$ cat src/design/srfp_pkg.sv
// Shared types and constants of the servo response frame parser.
package srfp_pkg;

  localparam int BYTE_W     = 8;
  localparam int OPCODE_W   = 2;
  localparam int STATUS_W   = 2;
  localparam int POS_W      = 4;
  localparam int TICK_W     = 16;
  localparam int CFG_IDX_W  = 2;
  localparam int CFG_DATA_W = 16;

  // Register indexes of the configuration port
  localparam logic [CFG_IDX_W-1:0] CFG_HEADER  = 2'd0;
  localparam logic [CFG_IDX_W-1:0] CFG_TIMEOUT = 2'd1;

  localparam logic [BYTE_W-1:0] HEADER_RESET  = 8'd85;
  localparam logic [TICK_W-1:0] TIMEOUT_RESET = 16'd1000;

  typedef enum logic [OPCODE_W-1:0] {
    OP_BYTE = 2'd0,
    OP_TICK = 2'd1,
    OP_ARM  = 2'd2
  } opcode_t;

  typedef enum logic [STATUS_W-1:0] {
    STAT_OK       = 2'd0,
    STAT_CSUM     = 2'd1,
    STAT_TIMEOUT  = 2'd2,
    STAT_OVERFLOW = 2'd3
  } status_t;

  // Commands from the controller to the datapath
  typedef struct packed {
    logic    arm;
    logic    tick;
    logic    store;
    logic    add_sum;
    logic    load_len;
    logic    emit_start;
    logic    rd_issue;
    logic    out_byte;
    logic    out_status;
    status_t status;
  } cmd_t;

  // Status from the datapath to the controller
  typedef struct packed {
    logic hdr_match;
    logic full;
    logic len_done;
    logic csum_ok;
    logic timed_out;
    logic emit_last;
    logic out_free;
  } sts_t;

endpackage

$ cat src/design/srfp_item_if.sv
// Input request channel: opcode and received byte.
interface srfp_item_if import srfp_pkg::*; ();
  logic                valid;
  logic                ready;
  logic [OPCODE_W-1:0] opcode;
  logic [BYTE_W-1:0]   rx_byte;

  modport source (output valid, output opcode, output rx_byte, input ready);
  modport sink (input valid, input opcode, input rx_byte, output ready);
endinterface

$ cat src/design/srfp_result_if.sv
// Result request channel: status, frame byte, position and run end.
interface srfp_result_if import srfp_pkg::*; ();
  logic                valid;
  logic                ready;
  logic [STATUS_W-1:0] status;
  logic [BYTE_W-1:0]   frame_byte;
  logic [POS_W-1:0]    byte_position;
  logic                last;

  modport source (output valid, output status, output frame_byte, output byte_position,
                  output last, input ready);
  modport sink (input valid, input status, input frame_byte, input byte_position,
                input last, output ready);
endinterface

$ cat src/design/srfp_cfg_if.sv
// Configuration write channel: register index and write data.
interface srfp_cfg_if import srfp_pkg::*; ();
  logic                  valid;
  logic                  ready;
  logic [CFG_IDX_W-1:0]  index;
  logic [CFG_DATA_W-1:0] data;

  modport source (output valid, output index, output data, input ready);
  modport sink (input valid, input index, input data, output ready);
endinterface

$ cat src/design/servo_response_frame_parser_unit.sv
// Top level of the servo response frame parser.
// After an arm request the block parses one response frame from received bytes: two header
// bytes equal to the header register, then id, length, command, parameter bytes and an
// inverted-sum checksum; time ticks count toward the timeout register, and bytes or ticks
// while not armed are dropped. Arm, tick and byte requests are each taken whenever the
// result register is free. A good frame is then sent as a run of its stored bytes (header
// through checksum, last set on the final one): each byte takes a registered read of the
// frame store, then a load of the result register that waits while the result sink holds
// ready low; no request is taken during the run. A checksum error, a timeout or a frame
// longer than FRAME_MAX bytes each give one status result. Configuration writes are taken
// in any cycle; the user must send them only while the block is idle (not enforced).
module servo_response_frame_parser_unit import srfp_pkg::*; #(
  parameter int FRAME_MAX = 16
) (
  input  logic          clk,
  input  logic          rst,
  srfp_item_if.sink     item,
  srfp_result_if.source result,
  srfp_cfg_if.sink      cfg
);

  cmd_t cmd;
  sts_t sts;

  srfp_ctrl u_ctrl (
    .clk  (clk),
    .rst  (rst),
    .item (item),
    .sts  (sts),
    .cmd  (cmd)
  );

  srfp_dpath #(
    .FRAME_MAX (FRAME_MAX)
  ) u_dpath (
    .clk     (clk),
    .rst     (rst),
    .rx_byte (item.rx_byte),
    .cmd     (cmd),
    .sts     (sts),
    .cfg     (cfg),
    .result  (result)
  );

endmodule

$ cat src/design/srfp_ram.sv
// Generic single-port-write, single-port-read RAM with registered read data.
module srfp_ram #(
  parameter int WIDTH = 8,
  parameter int DEPTH = 16
) (
  input  logic                     clk,
  input  logic                     wr_en,
  input  logic [$clog2(DEPTH)-1:0] wr_addr,
  input  logic [WIDTH-1:0]         wr_data,
  input  logic                     rd_en,
  input  logic [$clog2(DEPTH)-1:0] rd_addr,
  output logic [WIDTH-1:0]         rd_data
);

  logic [WIDTH-1:0] mem [DEPTH];

  // Write port
  always_ff @(posedge clk) begin
    if (wr_en) begin
      mem[wr_addr] <= wr_data;
    end
  end

  // Registered read port, holds when not enabled
  always_ff @(posedge clk) begin
    if (rd_en) begin
      rd_data <= mem[rd_addr];
    end
  end

endmodule

$ cat src/design/srfp_dpath.sv
// Datapath: config registers, counters, checksum, frame store and result register.
module srfp_dpath import srfp_pkg::*; #(
  parameter int FRAME_MAX = 16
) (
  input  logic                 clk,
  input  logic                 rst,
  input  logic [BYTE_W-1:0]    rx_byte,
  input  cmd_t                 cmd,
  output sts_t                 sts,
  srfp_cfg_if.sink             cfg,
  srfp_result_if.source        result
);

  localparam int CNT_W = $clog2(FRAME_MAX + 1);
  localparam int IDX_W = $clog2(FRAME_MAX);
  localparam int CMP_W = BYTE_W + 1;

  logic [BYTE_W-1:0] header_value;
  logic [TICK_W-1:0] timeout_ticks;
  logic [CNT_W-1:0]  stored_count;
  logic [BYTE_W-1:0] declared_length;
  logic [BYTE_W-1:0] running_sum;
  logic [TICK_W-1:0] tick_count;
  logic [TICK_W-1:0] tick_next;
  logic [IDX_W-1:0]  rd_idx;
  logic [CNT_W-1:0]  rd_idx_ext;
  logic [BYTE_W-1:0] rd_data;

  logic              out_valid;
  status_t           out_status;
  logic [BYTE_W-1:0] out_byte;
  logic [POS_W-1:0]  out_pos;
  logic              out_last;

  // Configuration writes, always taken
  assign cfg.ready = 1'b1;

  always_ff @(posedge clk) begin
    if (rst) begin
      header_value  <= HEADER_RESET;
      timeout_ticks <= TIMEOUT_RESET;
    end else if (cfg.valid) begin
      unique case (cfg.index)
        CFG_HEADER:  header_value  <= cfg.data[BYTE_W-1:0];
        CFG_TIMEOUT: timeout_ticks <= cfg.data[TICK_W-1:0];
        default: ;
      endcase
    end
  end

  // Saturating tick count and status toward the controller
  assign tick_next  = (tick_count == '1) ? tick_count : tick_count + TICK_W'(1);
  assign rd_idx_ext = CNT_W'(rd_idx);

  always_comb begin
    sts.hdr_match = (rx_byte == header_value);
    sts.full      = (stored_count >= CNT_W'(FRAME_MAX));
    sts.len_done  = (CMP_W'(stored_count) >= CMP_W'(declared_length) + CMP_W'(1));
    sts.csum_ok   = ((~running_sum) == rx_byte);
    sts.timed_out = (tick_next >= timeout_ticks);
    sts.emit_last = ((rd_idx_ext + CNT_W'(1)) == stored_count);
    sts.out_free  = !out_valid || result.ready;
  end

  // Frame counters, clear on arm
  always_ff @(posedge clk) begin
    if (rst || cmd.arm) begin
      stored_count    <= '0;
      declared_length <= '0;
      running_sum     <= '0;
      tick_count      <= '0;
    end else begin
      if (cmd.tick) begin
        tick_count <= tick_next;
      end
      if (cmd.store) begin
        stored_count <= stored_count + CNT_W'(1);
      end
      if (cmd.add_sum) begin
        running_sum <= running_sum + rx_byte;
      end
      if (cmd.load_len) begin
        declared_length <= rx_byte;
      end
    end
  end

  // Read pointer for emitting a good frame
  always_ff @(posedge clk) begin
    if (rst || cmd.emit_start) begin
      rd_idx <= '0;
    end else if (cmd.out_byte) begin
      rd_idx <= rd_idx + IDX_W'(1);
    end
  end

  srfp_ram #(
    .WIDTH (BYTE_W),
    .DEPTH (FRAME_MAX)
  ) u_store (
    .clk     (clk),
    .wr_en   (cmd.store),
    .wr_addr (stored_count[IDX_W-1:0]),
    .wr_data (rx_byte),
    .rd_en   (cmd.rd_issue),
    .rd_addr (rd_idx),
    .rd_data (rd_data)
  );

  // Result register
  always_ff @(posedge clk) begin
    if (rst) begin
      out_valid <= 1'b0;
    end else if (cmd.out_byte || cmd.out_status) begin
      out_valid <= 1'b1;
    end else if (result.ready) begin
      out_valid <= 1'b0;
    end
  end

  always_ff @(posedge clk) begin
    if (cmd.out_status) begin
      out_status <= cmd.status;
      out_byte   <= '0;
      out_pos    <= '0;
      out_last   <= 1'b1;
    end else if (cmd.out_byte) begin
      out_status <= STAT_OK;
      out_byte   <= rd_data;
      out_pos    <= rd_idx_ext[POS_W-1:0];
      out_last   <= sts.emit_last;
    end
  end

  assign result.valid         = out_valid;
  assign result.status        = out_status;
  assign result.frame_byte    = out_byte;
  assign result.byte_position = out_pos;
  assign result.last          = out_last;

`ifndef SYNTHESIS
  a_count_bound: assert property (@(posedge clk) disable iff (rst)
    stored_count <= CNT_W'(FRAME_MAX))
    else $error("stored byte count beyond store depth");

  a_read_in_frame: assert property (@(posedge clk) disable iff (rst)
    cmd.rd_issue |-> (rd_idx_ext < stored_count))
    else $error("store read beyond stored bytes");

  a_no_result_overwrite: assert property (@(posedge clk) disable iff (rst)
    (out_valid && !result.ready) |-> !(cmd.out_byte || cmd.out_status))
    else $error("pending result overwritten");
`endif

endmodule

$ cat src/design/srfp_ctrl.sv
// Controller: parse state machine and frame emission sequencing.
module srfp_ctrl import srfp_pkg::*; (
  input  logic     clk,
  input  logic     rst,
  srfp_item_if.sink item,
  input  sts_t     sts,
  output cmd_t     cmd
);

  typedef enum logic [8:0] {
    S_IDLE      = 9'b000000001,
    S_HEAD1     = 9'b000000010,
    S_HEAD2     = 9'b000000100,
    S_ID        = 9'b000001000,
    S_LEN       = 9'b000010000,
    S_CMD       = 9'b000100000,
    S_PARAM     = 9'b001000000,
    S_CSUM      = 9'b010000000,
    S_EMIT_RD   = 9'b100000000
  } state_t;

  state_t  state;
  state_t  state_next;
  logic    emit_wait;
  logic    emit_wait_next;
  logic    emitting;
  logic    in_ready;
  logic    accept;
  opcode_t opcode;

  // Take requests only outside a frame run and with the result slot free
  assign emitting   = (state == S_EMIT_RD) || emit_wait;
  assign in_ready   = !emitting && sts.out_free;
  assign item.ready = in_ready;
  assign accept     = item.valid && in_ready;
  assign opcode     = opcode_t'(item.opcode);

  // Next state and commands
  always_comb begin
    cmd            = '0;
    state_next     = state;
    emit_wait_next = emit_wait;
    if (emit_wait) begin
      // Move the read byte into the result register
      if (sts.out_free) begin
        cmd.out_byte   = 1'b1;
        emit_wait_next = 1'b0;
        state_next     = sts.emit_last ? S_IDLE : S_EMIT_RD;
      end
    end else if (state == S_EMIT_RD) begin
      cmd.rd_issue   = 1'b1;
      emit_wait_next = 1'b1;
    end else if (accept) begin
      unique case (opcode)
        OP_ARM: begin
          cmd.arm    = 1'b1;
          state_next = S_HEAD1;
        end
        OP_TICK: begin
          if (state != S_IDLE) begin
            cmd.tick = 1'b1;
            if (sts.timed_out) begin
              cmd.out_status = 1'b1;
              cmd.status     = STAT_TIMEOUT;
              state_next     = S_IDLE;
            end
          end
        end
        OP_BYTE: begin
          if (state != S_IDLE &&
              !((state == S_HEAD1 || state == S_HEAD2) && !sts.hdr_match)) begin
            if (sts.full) begin
              cmd.out_status = 1'b1;
              cmd.status     = STAT_OVERFLOW;
              state_next     = S_IDLE;
            end else begin
              cmd.store = 1'b1;
              unique case (state)
                S_HEAD1: state_next = S_HEAD2;
                S_HEAD2: state_next = S_ID;
                S_ID: begin
                  cmd.add_sum = 1'b1;
                  state_next  = S_LEN;
                end
                S_LEN: begin
                  cmd.add_sum  = 1'b1;
                  cmd.load_len = 1'b1;
                  state_next   = S_CMD;
                end
                S_CMD: begin
                  cmd.add_sum = 1'b1;
                  state_next  = S_PARAM;
                end
                S_PARAM: begin
                  cmd.add_sum = 1'b1;
                  if (sts.len_done) begin
                    state_next = S_CSUM;
                  end
                end
                S_CSUM: begin
                  if (sts.csum_ok) begin
                    cmd.emit_start = 1'b1;
                    state_next     = S_EMIT_RD;
                  end else begin
                    cmd.out_status = 1'b1;
                    cmd.status     = STAT_CSUM;
                    state_next     = S_IDLE;
                  end
                end
                default: ;
              endcase
            end
          end
        end
        default: ;
      endcase
    end
  end

  // State registers
  always_ff @(posedge clk) begin
    if (rst) begin
      state     <= S_IDLE;
      emit_wait <= 1'b0;
    end else begin
      state     <= state_next;
      emit_wait <= emit_wait_next;
    end
  end

`ifndef SYNTHESIS
  a_store_not_full: assert property (@(posedge clk) disable iff (rst)
    cmd.store |-> !sts.full)
    else $error("byte stored into a full frame store");

  a_emit_after_good_sum: assert property (@(posedge clk) disable iff (rst)
    cmd.emit_start |=> (state == S_EMIT_RD) && $past(sts.csum_ok))
    else $error("frame run started without a good checksum");

  a_read_then_load: assert property (@(posedge clk) disable iff (rst)
    cmd.rd_issue |=> emit_wait && !cmd.rd_issue)
    else $error("store read not followed by a result load wait");
`endif

endmodule

$ cat src/flat_wrapper.sv
// flat-port wrapper written by rule: the top's interface ports become plain ports
module servo_response_frame_parser_unit_flat import srfp_pkg::*;
#(
  parameter int FRAME_MAX = 16
)
  (clk, rst, item_valid, item_opcode, item_rx_byte, item_ready, result_valid, result_status, result_frame_byte, result_byte_position, result_last, result_ready, cfg_valid, cfg_index, cfg_data, cfg_ready);
  srfp_item_if item_i ();
  srfp_result_if result_i ();
  srfp_cfg_if cfg_i ();
  input  logic clk;
  input  logic rst;
  input wire logic [$bits(item_i.valid)-1:0] item_valid;
  input wire logic [$bits(item_i.opcode)-1:0] item_opcode;
  input wire logic [$bits(item_i.rx_byte)-1:0] item_rx_byte;
  output wire logic [$bits(item_i.ready)-1:0] item_ready;
  output wire logic [$bits(result_i.valid)-1:0] result_valid;
  output wire logic [$bits(result_i.status)-1:0] result_status;
  output wire logic [$bits(result_i.frame_byte)-1:0] result_frame_byte;
  output wire logic [$bits(result_i.byte_position)-1:0] result_byte_position;
  output wire logic [$bits(result_i.last)-1:0] result_last;
  input wire logic [$bits(result_i.ready)-1:0] result_ready;
  input wire logic [$bits(cfg_i.valid)-1:0] cfg_valid;
  input wire logic [$bits(cfg_i.index)-1:0] cfg_index;
  input wire logic [$bits(cfg_i.data)-1:0] cfg_data;
  output wire logic [$bits(cfg_i.ready)-1:0] cfg_ready;
  assign item_i.valid = item_valid;
  assign item_i.opcode = item_opcode;
  assign item_i.rx_byte = item_rx_byte;
  assign item_ready = item_i.ready;
  assign result_valid = result_i.valid;
  assign result_status = result_i.status;
  assign result_frame_byte = result_i.frame_byte;
  assign result_byte_position = result_i.byte_position;
  assign result_last = result_i.last;
  assign result_i.ready = result_ready;
  assign cfg_i.valid = cfg_valid;
  assign cfg_i.index = cfg_index;
  assign cfg_i.data = cfg_data;
  assign cfg_ready = cfg_i.ready;
  servo_response_frame_parser_unit #(.FRAME_MAX(FRAME_MAX)) u_core (.clk(clk), .rst(rst), .item(item_i), .result(result_i), .cfg(cfg_i));
endmodule
$ cat config.mk
export PLATFORM = sky130hd
export DESIGN_NAME = servo_response_frame_parser_unit_flat
export DESIGN_NICKNAME = d
export VERILOG_FILES = /design/src/design/srfp_pkg.sv /design/src/design/srfp_item_if.sv /design/src/design/srfp_result_if.sv /design/src/design/srfp_cfg_if.sv /design/src/design/servo_response_frame_parser_unit.sv /design/src/design/srfp_ram.sv /design/src/design/srfp_dpath.sv /design/src/design/srfp_ctrl.sv /design/src/flat_wrapper.sv
export SDC_FILE = /design/constraint.sdc
export NUM_CORES = 1
export LEC_CHECK = 0
export BUFFER_PORTS_ARGS = -buffer_cell sky130_fd_sc_hd__buf_2
export CAP_MARGIN = 30
export CORE_ASPECT_RATIO = 1.2
export CORE_MARGIN = 3
export CORE_UTILIZATION = 50
export DETAILED_ROUTE_END_ITERATION = 6
export GPL_ROUTABILITY_DRIVEN = 0
export HOLD_SLACK_MARGIN = 0.03
export PLACE_DENSITY_LB_ADDON = 0.12
export SLEW_MARGIN = 20
export SYNTH_ARGS = -nofsm -noshare
export SYNTH_HDL_FRONTEND = slang
export SYNTH_SLANG_ARGS = --single-unit
$ cat constraint.sdc
create_clock -name clk -period 3.3 [get_ports clk]
set_input_delay 0.495 -clock clk [delete_from_list [all_inputs] [get_ports clk]]
set_output_delay 0.495 -clock clk [all_outputs]
set_load 0.03 [all_outputs]
* Word level (Yosys, flattened, before mapping)
Memories as Yosys holds them, arrays and structs flattened. A register that Yosys moved wholly into a read port is not among the register bits.
Cells that the tools add are included.
** Word-level totals
- Memories kept :: 1
- Bits in writable memories :: 128
- Register bits :: 91
** Memories
- u_core.u_dpath.u_store.mem :: words 16, width 8, read ports 1, clocked after memory_dff 1, write ports 1, line srfp_ram.sv:15 : logic [WIDTH-1:0] mem [DEPTH];
** Cells by class
- Equal/unequal tests :: 23
- Mux-type cells :: 48
- Bitwise logic cells :: 1
- Reductions and logical operators :: 24
- Magnitude comparators :: 3
- Add/sub/neg operators :: 6
** Operators by type and width (count)
- $mux W9 :: 11
- $pmux W9 S7 :: 1
- $mux W3 :: 9
- $pmux W9 S3 :: 1
- $add A16 B1 Y16 const B :: 1
- $eq A16 B16 Y1 const B :: 1
- $eq A8 B8 Y1 :: 2
- $ge A16 B16 Y1 :: 1
- $mux W1 :: 16
- $mux W16 :: 1
- $mux W4 :: 3
- $mux W6 :: 2
- $ne A10 B5 Y1 const B :: 1
- $add A8 B1 Y9 const B :: 1
- $eq A9 B2 Y1 const B :: 1
- $eq A9 B3 Y1 const B :: 1
- $eq A9 B4 Y1 const B :: 1
- $eq A9 B5 Y1 const B :: 1
- $eq A9 B6 Y1 const B :: 1
- $eq A9 B7 Y1 const B :: 1
- $eq A9 B8 Y1 const B :: 1
- $eq A9 B9 Y1 const B :: 1
- $ge A5 B9 Y1 :: 1
- $ne A9 B1 Y1 const B :: 1
- other kinds (25) :: 44

* Longest topological paths before layout
Gate-level depths: netlist of run 1.
- Depth in word-level cells :: 12
- Depth in mapped cells :: 17
- Depth with buffers taken out :: 14

* Modules after synthesis
Synthesis of run 1 repeated with hierarchy kept, for this count alone.
** Second synthesis, totals
- Cell total of the unflattened synthesis :: 866
- Area, all modules :: 10626.4 um2
** By module, submodules not included
- srfp_ram :: cells an instance 229, area an instance 5227.5 um2, times used 1
- srfp_dpath :: cells an instance 524, area an instance 4489.3 um2, times used 1
- srfp_ctrl :: cells an instance 113, area an instance 909.6 um2, times used 1

* Worst setup path after synthesis of run 1
No wires, ideal clock.
- Path type :: register to register
- From :: reg u_core.u_dpath.tick_count[6]
- To :: reg u_core.u_ctrl.state[4]
- Data required time :: 3229 ps
- Buffers on the path :: 3
- Setup slack :: -215 ps
- Cell stages (with the launch flop) :: 18
- Library setup time :: 71 ps
- Period minus slack after synthesis :: 3515 ps
- Data arrival time :: 3445 ps
- Cells stage by stage :: dfxtp_1 -> clkbuf_1 -> and3_1 -> and3_1 -> clkbuf_1 -> nand4_1 -> and2_1 -> nand3_1 -> xnor2_1 -> ha_1 -> nand4_1 -> nor2_1 -> o221ai_1 -> a31oi_1 -> o21bai_2 -> buf_6 -> or4_1 -> a21oi_1
** Between the ends
- Longest elaborated chain between the ends :: 5
- Elaborated cells on any way between the ends :: 6
- Classes of those cells :: 1 x add/sub; 1 x order compare; 2 x eq/ne; 1 x mux; 1 x reduce/logical
** RTL lines
- start, declared :: line srfp_dpath.sv:23 : logic [TICK_W-1:0] tick_count;
- start signal, assigned :: line srfp_dpath.sv:74 : tick_count <= tick_next;
- $add A16 B1 Y16 or $eq A16 B16 Y1 (tied branches) :: line srfp_dpath.sv:52 : assign tick_next = (tick_count == '1) ? tick_count : tick_count + TICK_W'(1);
- $mux W16 * :: line srfp_dpath.sv:52
- named net u_core.u_dpath.tick_next[8] :: line srfp_dpath.sv:24 : logic [TICK_W-1:0] tick_next;
- $ge A16 B16 Y1 * :: line srfp_dpath.sv:60 : sts.timed_out = (tick_next >= timeout_ticks);
- $ne A3 B2 Y1 (no source line) *
- $reduce_and A9 Y1 (no source line) *
- end signal, assigned :: line srfp_ctrl.sv:126 : state <= state_next;
- end, declared :: line srfp_ctrl.sv:22 : state_t state;
Mark *: on every way through the listed nets, which the timed path passes. The rest lies on a longest branch.
A chain may end at the register's enable or synchronous reset.

* Final worst setup path of run 1
- From :: reg u_core.u_dpath.tick_count[2]
- To :: reg u_core.u_ctrl.state[4]
The elaborated chain is that of the path after synthesis.

==> results of run 1 <==
==> per-stage QoR <==
step                      utilization  hold WS [ns]
after floorplan                     -         0.436
after global placement          0.552         0.437
after detailed placement        0.552         0.443
after CTS                       0.586         0.206
after global routing            0.595         0.231
final                           0.595         0.222
==> final timing paths <==
path	startpoint	endpoint	cells past startpoint
max	u_core.u_dpath.tick_count[2]$_SDFFE_PP0P_	u_core.u_ctrl.state[4]$_SDFFE_PP0P_	16
min	cfg_data[8]	u_core.u_dpath.timeout_ticks[8]$_SDFFE_PP1P_	3
max reg2reg	u_core.u_dpath.tick_count[2]$_SDFFE_PP0P_	u_core.u_ctrl.state[4]$_SDFFE_PP0P_	16
min reg2reg	u_core.u_dpath.result.frame_byte[1]$_SDFFE_PP0P_	u_core.u_dpath.result.frame_byte[1]$_SDFFE_PP0P_	2
==> cell families after synthesis <==
group | Yosys count | synth area share
XOR/XNOR | 51 | 0.0430
AND/OR/NAND/NOR | 283 | 0.130
adder cells (fa/ha/maj) | 36 | 0.0441
other | 1 | 0.000361
AO/OA/AOI/OAI | 108 | 0.0652
buffers and inverters | 70 | 0.0308
flip-flops | 227 | 0.571
multiplexers | 70 | 0.116
==> state kept, by name (all words and copies together), names as in the netlist <==
signal	flops
u_core.u_dpath.rd_idx	4
u_core.u_dpath.result.frame_byte	8
u_core.u_dpath.u_store.rd_data	8
u_core.u_dpath.result.last	1
u_core.u_ctrl.state	9
u_core.u_dpath.timeout_ticks	16
u_core.u_dpath.u_store.mem	128
u_core.u_dpath.declared_length	8
u_core.u_dpath.stored_count	5
u_core.u_dpath.result.status	2
u_core.u_dpath.running_sum	8
u_core.u_dpath.header_value	8
u_core.u_dpath.result.valid	1
u_core.u_dpath.tick_count	16
u_core.u_dpath.result.byte_position	4
u_core.u_ctrl.emit_wait	1
==> power breakdown <==
group | switching [µW] | internal (µW) | total [µW] | leakage (µW)
combinational | 210 | 118 | 327 | 0.00202
clock | 1020 | 1410 | 2430 | 0.000338
sequential | 23.0 | 3040 | 3060 | 0.00196
==> placed cells by master, fill, tap and decap left out, drive strengths merged, types with 20 or more instances in the layout <==
cell type | Yosys | final
buf | 16 | 109
inv | 31 | 31
nor3 | 20 | 20
mux4 | 40 | 40
clkbuf | 23 | 34
dfxtp | 89 | 89
nand3 | 21 | 21
a21oi | 49 | 49
nand2 | 100 | 100
o21ai | 22 | 22
ha | 35 | 35
xnor2 | 33 | 33
nor2 | 78 | 78
edfxtp | 138 | 138
mux2i | 25 | 25
==> metal layers <==
metal	global-route usage	wire [µm]
met4	0.0903	1030
met3	0.0267	998
met1	0.263	9390
met2	0.371	12100
met5	0	0
==> what timing repair did <==
action,4_1_cts,5_1_grt
hold buffers,0,0
pin swaps,1,23
hold endpoints to repair,0,0
setup buffers,0,4
setup endpoints to repair,10,26
resized for setup,2,36
cloned,0,1
==> area by class of cell <==
cell class                 instances  share of cell area
sequential                       227               0.491
clock buffer                      34              0.0527
tap                              265              0.0274
timing repair buffer             109              0.0607
clock inverter                     7             0.00497
inverter                          31             0.00963
multi-input combinational        549               0.354
==> worst register-to-register path, stage by stage (launching register included) <==
cell,delay (ns)
dfxtp_2,0.34
and4_4,0.25
and3_4,0.19
nand4_1,0.14
buf_6,0.17
and2_4,0.15
nand3_2,0.08
xnor2_1,0.08
ha_1,0.29
nand4_1,0.11
nor2_1,0.13
o221ai_2,0.12
a31oi_4,0.28
buf_6,0.15
o21bai_4,0.08
or4_4,0.49
a21oi_2,0.12
==> results.txt, run 1 <==
Clock Skew: 0.0109 ns
PwrDens: 481 nW/µm²
Clk sinks: 227
Top Family by Delay on Critical Path: simple AND/OR/NAND/NOR gates
Area of the die: 22500 µm²
Max_cap viols: 0
Worst path max stage delay: 0.49 ns
Tmin final: 3.24 ns
Drt drc: 0
Most used DFF post-synth: edfxtp_1
FF+latch area: 5930 µm²
Max-slew violations: 0
Via count: 6833
EDFF count, synth: 138
Top Ports: 51
Setup TNS Final: 0 ns
Dpl hpwl: 16400 µm
Synth Area per Inst: 12.3 µm²
Crit path max fanout: 5
Final nets: 1010
Final Hold Viols: 0
CTS tree: done
Yosys warnings: 0
Top cell type by total area after synthesis: edfxtp_1
Buf/Inv on CP: 2
Inst Count DP: 1176
CP Launch Type: register
Fin area: 12100 µm²
Synth unique cells: 60
Final WL: 23500 µm
Share of the synthesized area in the top cell type: 0.399
Multi-input gate area: 4280 µm²
Fin cells: 1222
Critical Path Sink Type: register
Vias per cell: 5.59
CTS Buf Count: 23
Fraction of registers with async set/reset: 0
Peak supply drop: 402 µV
Detailed Routing Iterations Pass 1: 5
Crit path required time: 3.73 ns
DR iter-0 viols: 399
Post-Syn Area: 10400 µm²
Tot Pwr: 5820 µW
Row cnt: 57
Chip height: 164 µm
Initial antenna violation count: 0
Port Buffers: 49
All-layer global routing usage: 0.212
First-pass GRT wire length: 37100 µm
FILL cells: 1620
FMAX: 308 MHz
Area Growth Syn to Fin: 16.4%
Most frequent cells after synthesis: edfxtp_1 (138), nand2_1 (99), dfxtp_1 (89), nor2_1 (78), a21oi_1 (49)
Net Count, Synth: 915
Slew at the pin closest to its max-slew limit: 0.844 ns
Rel. slew slack: 0.436
Mapped Cells: 846
Routed Antenna Nets: 0
Most numerous cell in the Yosys netlist: edfxtp_1
Horiz. Die Dim: 138 µm
Worst setup margin: 0.0565 ns
Critical path type: reg -> reg
Final setup viols: 0
Core ar.: 20300 µm²
Setup WS pre-CTS: -0.116 ns
Wirelength per Cell: 19.3 µm
RSZ-0062 raised after global routing: true
Clk slew on worst S/H paths: 0.06 ns
Critical-path top delay cell: or4_4
Remaining Overflow, GRT: 0
Worst reg2reg setup slack: 0.06 ns
Seq/Total Area, Yosys: 0.571
Area after DPL: 11200 µm²
Starting Density: 0.511
Status: finished, final reports clean
Vias in the first global route: 6984
H-tree depth: 1
Hold WC Path Type: in -> reg
Skew-Pair Late Insertion Delay: 0.50 ns
ANT cells: 0
CTS max path bufs: 3
Seq cells post-synth: 227
Leakage: 0.00431 µW
Share of layout cells above drive strength 1: 0.243
Synth top area cells: edfxtp_1 (40%), dfxtp_1 (17%), mux4_2 (8.7%)
CTS root buffer: clkbuf_16
Crit share post-route: 0.983
Crit-path cells: and4_4 > and3_4 > nand4_1 > buf_6 > and2_4 > nand3_2 > xnor2_1 > ha_1 > nand4_1 > nor2_1 > o221ai_2 > a31oi_4 > buf_6 > o21bai_4 > or4_4 > a21oi_2
Pin count of the biggest net entering global routing: 38
Critical Path AT: 3.67 ns
Note: power is estimated with default switching activity, not from simulation.
==> run 2, diff against run 1 <==
Settings changed: CTS_BUF_LIST from default to sky130_fd_sc_hd__clkbuf_4, CTS_CLUSTER_SIZE from default to 20.
==> results.txt, run 2 (synthesized netlist as in run 1, its figures left out) <==
CTS root buffer: clkbuf_4
CTS Buf Count: 55 (+140%)
Status: finished, final reports clean
RSZ-0062 raised after global routing: true
Reg with most FFs: u_core.u_dpath.u_store.mem
Largest register FFs: 128 (unchanged)
Vias per cell: 5.44 (-2.6%)
DR iter-0 viols: 431 (+8.0%)
Final setup viols: 0 (unchanged)
Peak supply drop: 317 µV (-21%)
Clock Skew: 0.0462 ns (+0.0352 ns)
Hold WC Path Type: in -> reg
Inst Count DP: 1176 (unchanged)
Crit share post-route: 0.988 (+0.00486)
Vias in the first global route: 7307 (+4.6%)
Pin count of the biggest net entering global routing: 38 (unchanged)
Worst reg2reg path startpoint: u_core.u_dpath.tick_count[3]$_SDFFE_PP0P_
Initial antenna violation count: 1 (+1)
Min-delay src: cfg_data[0]
Share of layout cells above drive strength 1: 0.274 (+0.0309)
Clk slew on worst S/H paths: 0.06 ns (about the same)
Worst setup margin: 0.0404 ns (-0.0160 ns)
Final WL: 23700 µm (+0.51%)
Max-slew violations: 0 (unchanged)
Uppermost layer routed: met4
Setup WS pre-CTS: -0.116 ns (unchanged)
Rel. slew slack: 0.427 (-0.00921)
Drt drc: 0 (unchanged)
Setup TNS Final: 0 ns (unchanged)
CP Launch Type: register
Critical path type: reg -> reg
Crit path required time: 3.89 ns (+0.16 ns)
Fin cells: 1290 (+5.6%)
Most frequent cells in the layout: edfxtp_1 (138), nand2_1 (97), dfxtp_1 (83), nor2_1 (78), clkbuf_4 (76)
Commonest non-fill, non-tap cell in the layout: edfxtp_1
Via count: 7023 (+2.8%)
Row cnt: 57 (unchanged)
H-tree depth: 2 (+1)
Horiz. Die Dim: 138 µm (unchanged)
FMAX: 307 MHz (-0.49%)
CTS max path bufs: 3 (unchanged)
First-pass GRT wire length: 37600 µm (+1.4%)
Critical Path Sink Type: register
Clk sinks: 227 (unchanged)
Starting Density: 0.511 (unchanged)
Skew-Pair Late Insertion Delay: 0.67 ns (+0.17 ns)
Crit path max fanout: 5 (unchanged)
Metal3 WL: 1060 µm (+5.7%)
Routed Antenna Nets: 0 (unchanged)
Tmin final: 3.26 ns (+0.0160 ns)
Crit-path cells: and4_4 > and3_4 > nand4_1 > buf_6 > and2_4 > nand3_2 > xnor2_1 > ha_1 > nand4_1 > nor2_1 > o221ai_2 > a31oi_4 > buf_6 > o21bai_4 > or4_4 > a21oi_2
Top Ports: 51 (unchanged)
Critical Path AT: 3.85 ns (+0.18 ns)
Metal-1 WL: 9290 µm (-1.0%)
Worst path max stage delay: 0.53 ns (+0.04 ns)
Critical-path top delay cell: or4_4
Detailed Routing Iterations Pass 1: 5 (unchanged)
Crit. Startpoint: u_core.u_dpath.tick_count[3]$_SDFFE_PP0P_
Final Util: 0.597 (+0.00222)
CTS tree: done
Core ar.: 20300 µm² (unchanged)
Port Buffers: 49 (unchanged)
Wirelength per Cell: 18.3 µm (-4.8%)
Remaining Overflow, GRT: 0 (unchanged)
Max_cap viols: 0 (unchanged)
Worst reg2reg setup slack: 0.04 ns (-0.02 ns)
Chip height: 164 µm (unchanged)
Dpl hpwl: 16400 µm (unchanged)
All-layer global routing usage: 0.216 (+0.00364)
Slew at the pin closest to its max-slew limit: 0.858 ns (+0.0138 ns)
Met2 wire length: 12300 µm (+1.6%)
Final nets: 1047 (+3.7%)
Area of the die: 22500 µm² (unchanged)
PwrDens: 465 nW/µm² (-3.3%)
Biggest regs: u_core.u_dpath.u_store.mem (128), u_core.u_dpath.tick_count (16), u_core.u_dpath.timeout_ticks (16)
Leakage: 0.00440 µW (+2.1%)
Area Growth Syn to Fin: 16.8%
Final Hold Viols: 0 (unchanged)
==> run 2: changes by cell type in the layout (fill, tap and decap cells not counted), moves of 5 or more <==
cell,delta
clkbuf_1,-9
dlygate4sd3_1,+5
clkinv_1,+20
clkbuf_16,-23
clkbuf_4,+76
==> run 2: timing repair <==
action,in CTS,in global routing
buffers inserted,0,4
endpoints found under the hold margin,5,0
endpoints found under the setup margin,5,26
pin swaps,1,16
gates cloned,0,1
gates resized for setup,3,30
hold buffers,5,0
==> run 2: worst paths after layout <==
| check | cells past startpoint | to |
|---|---|---|
| setup / recovery | 16 | u_core.u_ctrl.state[3]$_SDFFE_PP0P_ |
| hold / removal | 3 | u_core.u_dpath.header_value[0]$_SDFFE_PP1P_ |
| setup reg to reg | 16 | u_core.u_ctrl.state[3]$_SDFFE_PP0P_ |
| hold reg to reg | 2 | u_core.u_dpath.result.byte_position[2]$_SDFFE_PP0P_ |
==> run 2: final cells by class <==
type	instances	area [µm²]
fill	1672	8190
sequential	227	5930
multi-input combinational	549	4260
timing repair buffer	114	783
clock buffer	76	571
tap	265	332
clock inverter	27	140
inverter	31	116
antenna	1	2.50
==> run 2: worst max-delay path, delay by kind of cell (launching register included) <==
kind / cells / cell delay (ns)
buf+inv: 2 / 0.31
xor+xnor: 1 / 0.08
compound gates: 4 / 0.61
simple gates: 8 / 1.58
fa+ha+maj: 1 / 0.29
flops: 1 / 0.33
==> run 2: per-stage QoR <==
| stage | total power [µW] | hold WS, ns | cell area [µm²] |
|---|---|---|---|
| floorplan | 3310 | 0.436 | 10400 |
| global placement | 3430 | 0.437 | 11200 |
| detailed placement | 3440 | 0.443 | 11200 |
| CTS | 5720 | 0.0337 | 12000 |
| global route | 5930 | 0.0420 | 12100 |
| finish | 5650 | 0.0933 | 12100 |
==> run 2: report_power, final <==
| part | internal [µW] | total, µW | switching (µW) |
|---|---|---|---|
| logic | 121 | 330 | 209 |
| clock network | 1160 | 2260 | 1100 |
| registers | 3040 | 3060 | 22.9 |
| total | 4310 | 5650 | 1330 |
==> run 2: metal layers <==
metal	global-route usage	vias to the layer above
li1	-	3391
met1	0.255	3402
met2	0.374	178
met3	0.0435	52
met4	0.102	0
met5	0	-
==> run 3, diff against run 2 <==
Settings changed: PLACE_DENSITY from default to 0.66, PLACE_DENSITY_LB_ADDON 0.12 to default.
==> results.txt, run 3 (synthesized netlist as in run 1, its figures left out) <==
Status: finished, final reports clean
R2r worst-path depth: 16 (unchanged)
Row cnt: 57 (unchanged)
Fin cells: 1276 (-1.1%)
Via count: 6956 (-0.95%)
DR iter-0 viols: 402 (-6.7%)
Horiz. Die Dim: 138 µm (unchanged)
PwrDens: 464 nW/µm² (-0.34%)
Crit share post-route: 0.963 (-0.0245)
Final nets: 1046 (-0.096%)
Rel. slew slack: 0.498 (+0.0711)
Top Ports: 51 (unchanged)
Initial antenna violation count: 1 (unchanged)
Core ar.: 20300 µm² (unchanged)
CTS tree: done
CTS Buf Count: 56 (+1.8%)
Slew at the pin closest to its max-slew limit: 0.753 ns (-0.105 ns)
Leakage: 0.00437 µW (-0.70%)
Max-slew violations: 0 (unchanged)
CTS root buffer: clkbuf_4
Skew-Pair Late Insertion Delay: 0.67 ns (about the same)
Tot Pwr: 5570 µW (-1.4%)
Wirelength per Cell: 18.3 µm (-0.47%)
Worst reg2reg path startpoint: u_core.u_dpath.tick_count[5]$_SDFFE_PP0P_
Clk slew on worst S/H paths: 0.06 ns (about the same)
Final WL: 23300 µm (-1.5%)
Clk sinks: 227 (unchanged)
Worst path max stage delay: 0.51 ns (-0.02 ns)
Critical-path top delay cell: or4_1
Share of layout cells above drive strength 1: 0.272 (-0.00214)
First-pass GRT wire length: 37000 µm (-1.6%)
All-layer global routing usage: 0.215 (-0.000405)
Buf/Inv on CP: 2 (unchanged)
Crit-path cells: and4_4 > and3_4 > nand4_1 > buf_6 > and2_4 > nand3_1 > xnor2_1 > ha_1 > nand4_1 > nor2_1 > o221ai_1 > a31oi_2 > buf_4 > o21bai_4 > or4_1 > a21oi_1
H-tree depth: 2 (unchanged)
Most frequent cells in the layout: edfxtp_1 (138), nand2_1 (98), clkbuf_4 (85), dfxtp_1 (85), nor2_1 (78)
Crit path max fanout: 7 (+2)
Detailed Routing Iterations Pass 1: 4 (-1)
Starting Density: 0.511 (unchanged)
Final setup viols: 0 (unchanged)
Remaining Overflow, GRT: 0 (unchanged)
Vias in the first global route: 7106 (-2.8%)
Critical path type: reg -> reg
Inst Count DP: 1176 (unchanged)
Peak supply drop: 210 µV (-34%)
Commonest non-fill, non-tap cell in the layout: edfxtp_1
Top Family by Delay on Critical Path: simple AND/OR/NAND/NOR gates
Reg with most FFs: u_core.u_dpath.u_store.mem
FMAX: 315 MHz (+2.5%)
RSZ-0062 raised after global routing: true
Final Util: 0.591 (-0.00609)
Worst reg2reg setup slack: 0.12 ns (+0.08 ns)
Port Buffers: 49 (unchanged)
Area of the die: 22500 µm² (unchanged)
Crit path required time: 3.87 ns (-0.02 ns)
Largest register FFs: 128 (unchanged)
Hold path depth: 3 (unchanged)
Setup TNS Final: 0 ns (unchanged)
Min-delay src: cfg_data[10]
Min-Delay Endpoint: u_core.u_dpath.timeout_ticks[10]$_SDFFE_PP0P_
Vias per cell: 5.45 (+0.13%)
Setup WS pre-CTS: -0.133 ns (-0.0174 ns)
Tmin final: 3.18 ns (-0.0810 ns)
CP Launch Type: register
Crit path top cell by count: nand4_1
CTS max path bufs: 3 (unchanged)
Final Hold Viols: 0 (unchanged)
Critical Path AT: 3.75 ns (-0.10 ns)
Biggest regs: u_core.u_dpath.u_store.mem (128), u_core.u_dpath.tick_count (16), u_core.u_dpath.timeout_ticks (16)
Reg2Reg Capture Point: u_core.u_ctrl.state[4]$_SDFFE_PP0P_
Dpl hpwl: 16300 µm (-0.74%)
Routed Antenna Nets: 0 (unchanged)
Max_cap viols: 0 (unchanged)
Area Growth Syn to Fin: 15.7%
Chip height: 164 µm (unchanged)
Worst setup margin: 0.121 ns (+0.0810 ns)
Hold WC Path Type: in -> reg
Pin count of the biggest net entering global routing: 38 (unchanged)
Critical Path Sink Type: register
FILL cells: 1743 (+4.2%)
Drt drc: 0 (unchanged)
Clock Skew: 0.0351 ns (-0.0111 ns)
run 3: cell types whose count changed in the layout (fill, tap and decap cells not counted), sizes merged:
cell    delta
clkinv    -21
clkbuf     +9
buf        -2
bufinv     -1
inv        +1
run 3: power by group:
group	switching, µW	leakage [µW]	internal (µW)
Sequential	23.0	0.00196	3040
Combinational	205	0.00200	118
Clock	1030	0.000409	1160
Total	1260	0.00437	4310
run 3: how the worst max path moves through the flow:
| stage | startpoint | end | slack (ns) | cells past startpoint |
|---|---|---|---|---|
| global placement | u_core.u_dpath.tick_count[3]$_SDFFE_PP0P_ | u_core.u_dpath.result.status[0]$_SDFFCE_PP0P_ | -0.03 | 14 |
| finish | u_core.u_dpath.tick_count[5]$_SDFFE_PP0P_ | u_core.u_ctrl.state[4]$_SDFFE_PP0P_ | 0.12 | 16 |
| global route | u_core.u_dpath.tick_count[5]$_SDFFE_PP0P_ | u_core.u_ctrl.state[4]$_SDFFE_PP0P_ | -0.05 | 16 |
| detailed placement | u_core.u_dpath.tick_count[3]$_SDFFE_PP0P_ | u_core.u_dpath.result.status[1]$_SDFFCE_PP0P_ | -0.13 | 14 |
| floorplan | u_core.u_dpath.tick_count[6]$_SDFFE_PP0P_ | u_core.u_ctrl.state[4]$_SDFFE_PP0P_ | 0.002 | 17 |
| CTS | u_core.u_dpath.tick_count[3]$_SDFFE_PP0P_ | u_core.u_ctrl.state[3]$_SDFFE_PP0P_ | 0.06 | 16 |
run 3: final cells by class:
| cell class | count | area, µm² | area share |
|---|---|---|---|
| Inverter | 31 | 116 | 0.00969 |
| Timing Repair Buffer | 112 | 747 | 0.0622 |
| Antenna cell | 1 | 2.50 | 0.000208 |
| Tap cell | 265 | 332 | 0.0276 |
| Clock buffer | 85 | 638 | 0.0531 |
| Multi-Input combinational cell | 549 | 4210 | 0.351 |
| Clock inverter | 6 | 32.5 | 0.00271 |
| Sequential cell | 227 | 5930 | 0.494 |
run 3: per-stage QoR:
stage | area (µm²) | hold WS [ns]
after floorplan | 10400 | 0.436
after global routing | 12000 | 0.0572
after global placement | 11200 | 0.440
after CTS | 11900 | 0.0322
after detailed placement | 11200 | 0.446
final | 12000 | 0.0994
run 3: what timing repair did:
item	4_1_cts	5_1_grt
setup buffers	1	2
resized for setup	1	15
hold endpoints to repair	5	0
hold buffers	5	0
pin swaps	1	15
endpoints found under the setup margin	16	26
run 3: worst register-to-register path, cell delays in order (launching register included):
cell and delay (ns):
dfxtp_1 0.33, and4_4 0.23, and3_4 0.18, nand4_1 0.13, buf_6 0.17, and2_4 0.15, nand3_1 0.09, xnor2_1 0.08
ha_1 0.29, nand4_1 0.11, nor2_1 0.13, o221ai_1 0.13, a31oi_2 0.22, buf_4 0.17, o21bai_4 0.08, or4_1 0.51
a21oi_1 0.13
run 3: routing by layer:
layer / vias to the layer above / global-route usage / share of wire
li1: 3376 / - / -
met1: 3379 / 0.247 / 0.39
met4: 0 / 0.0930 / 0.033
met3: 43 / 0.0349 / 0.035
met2: 158 / 0.393 / 0.54
met5: - / 0 / 0
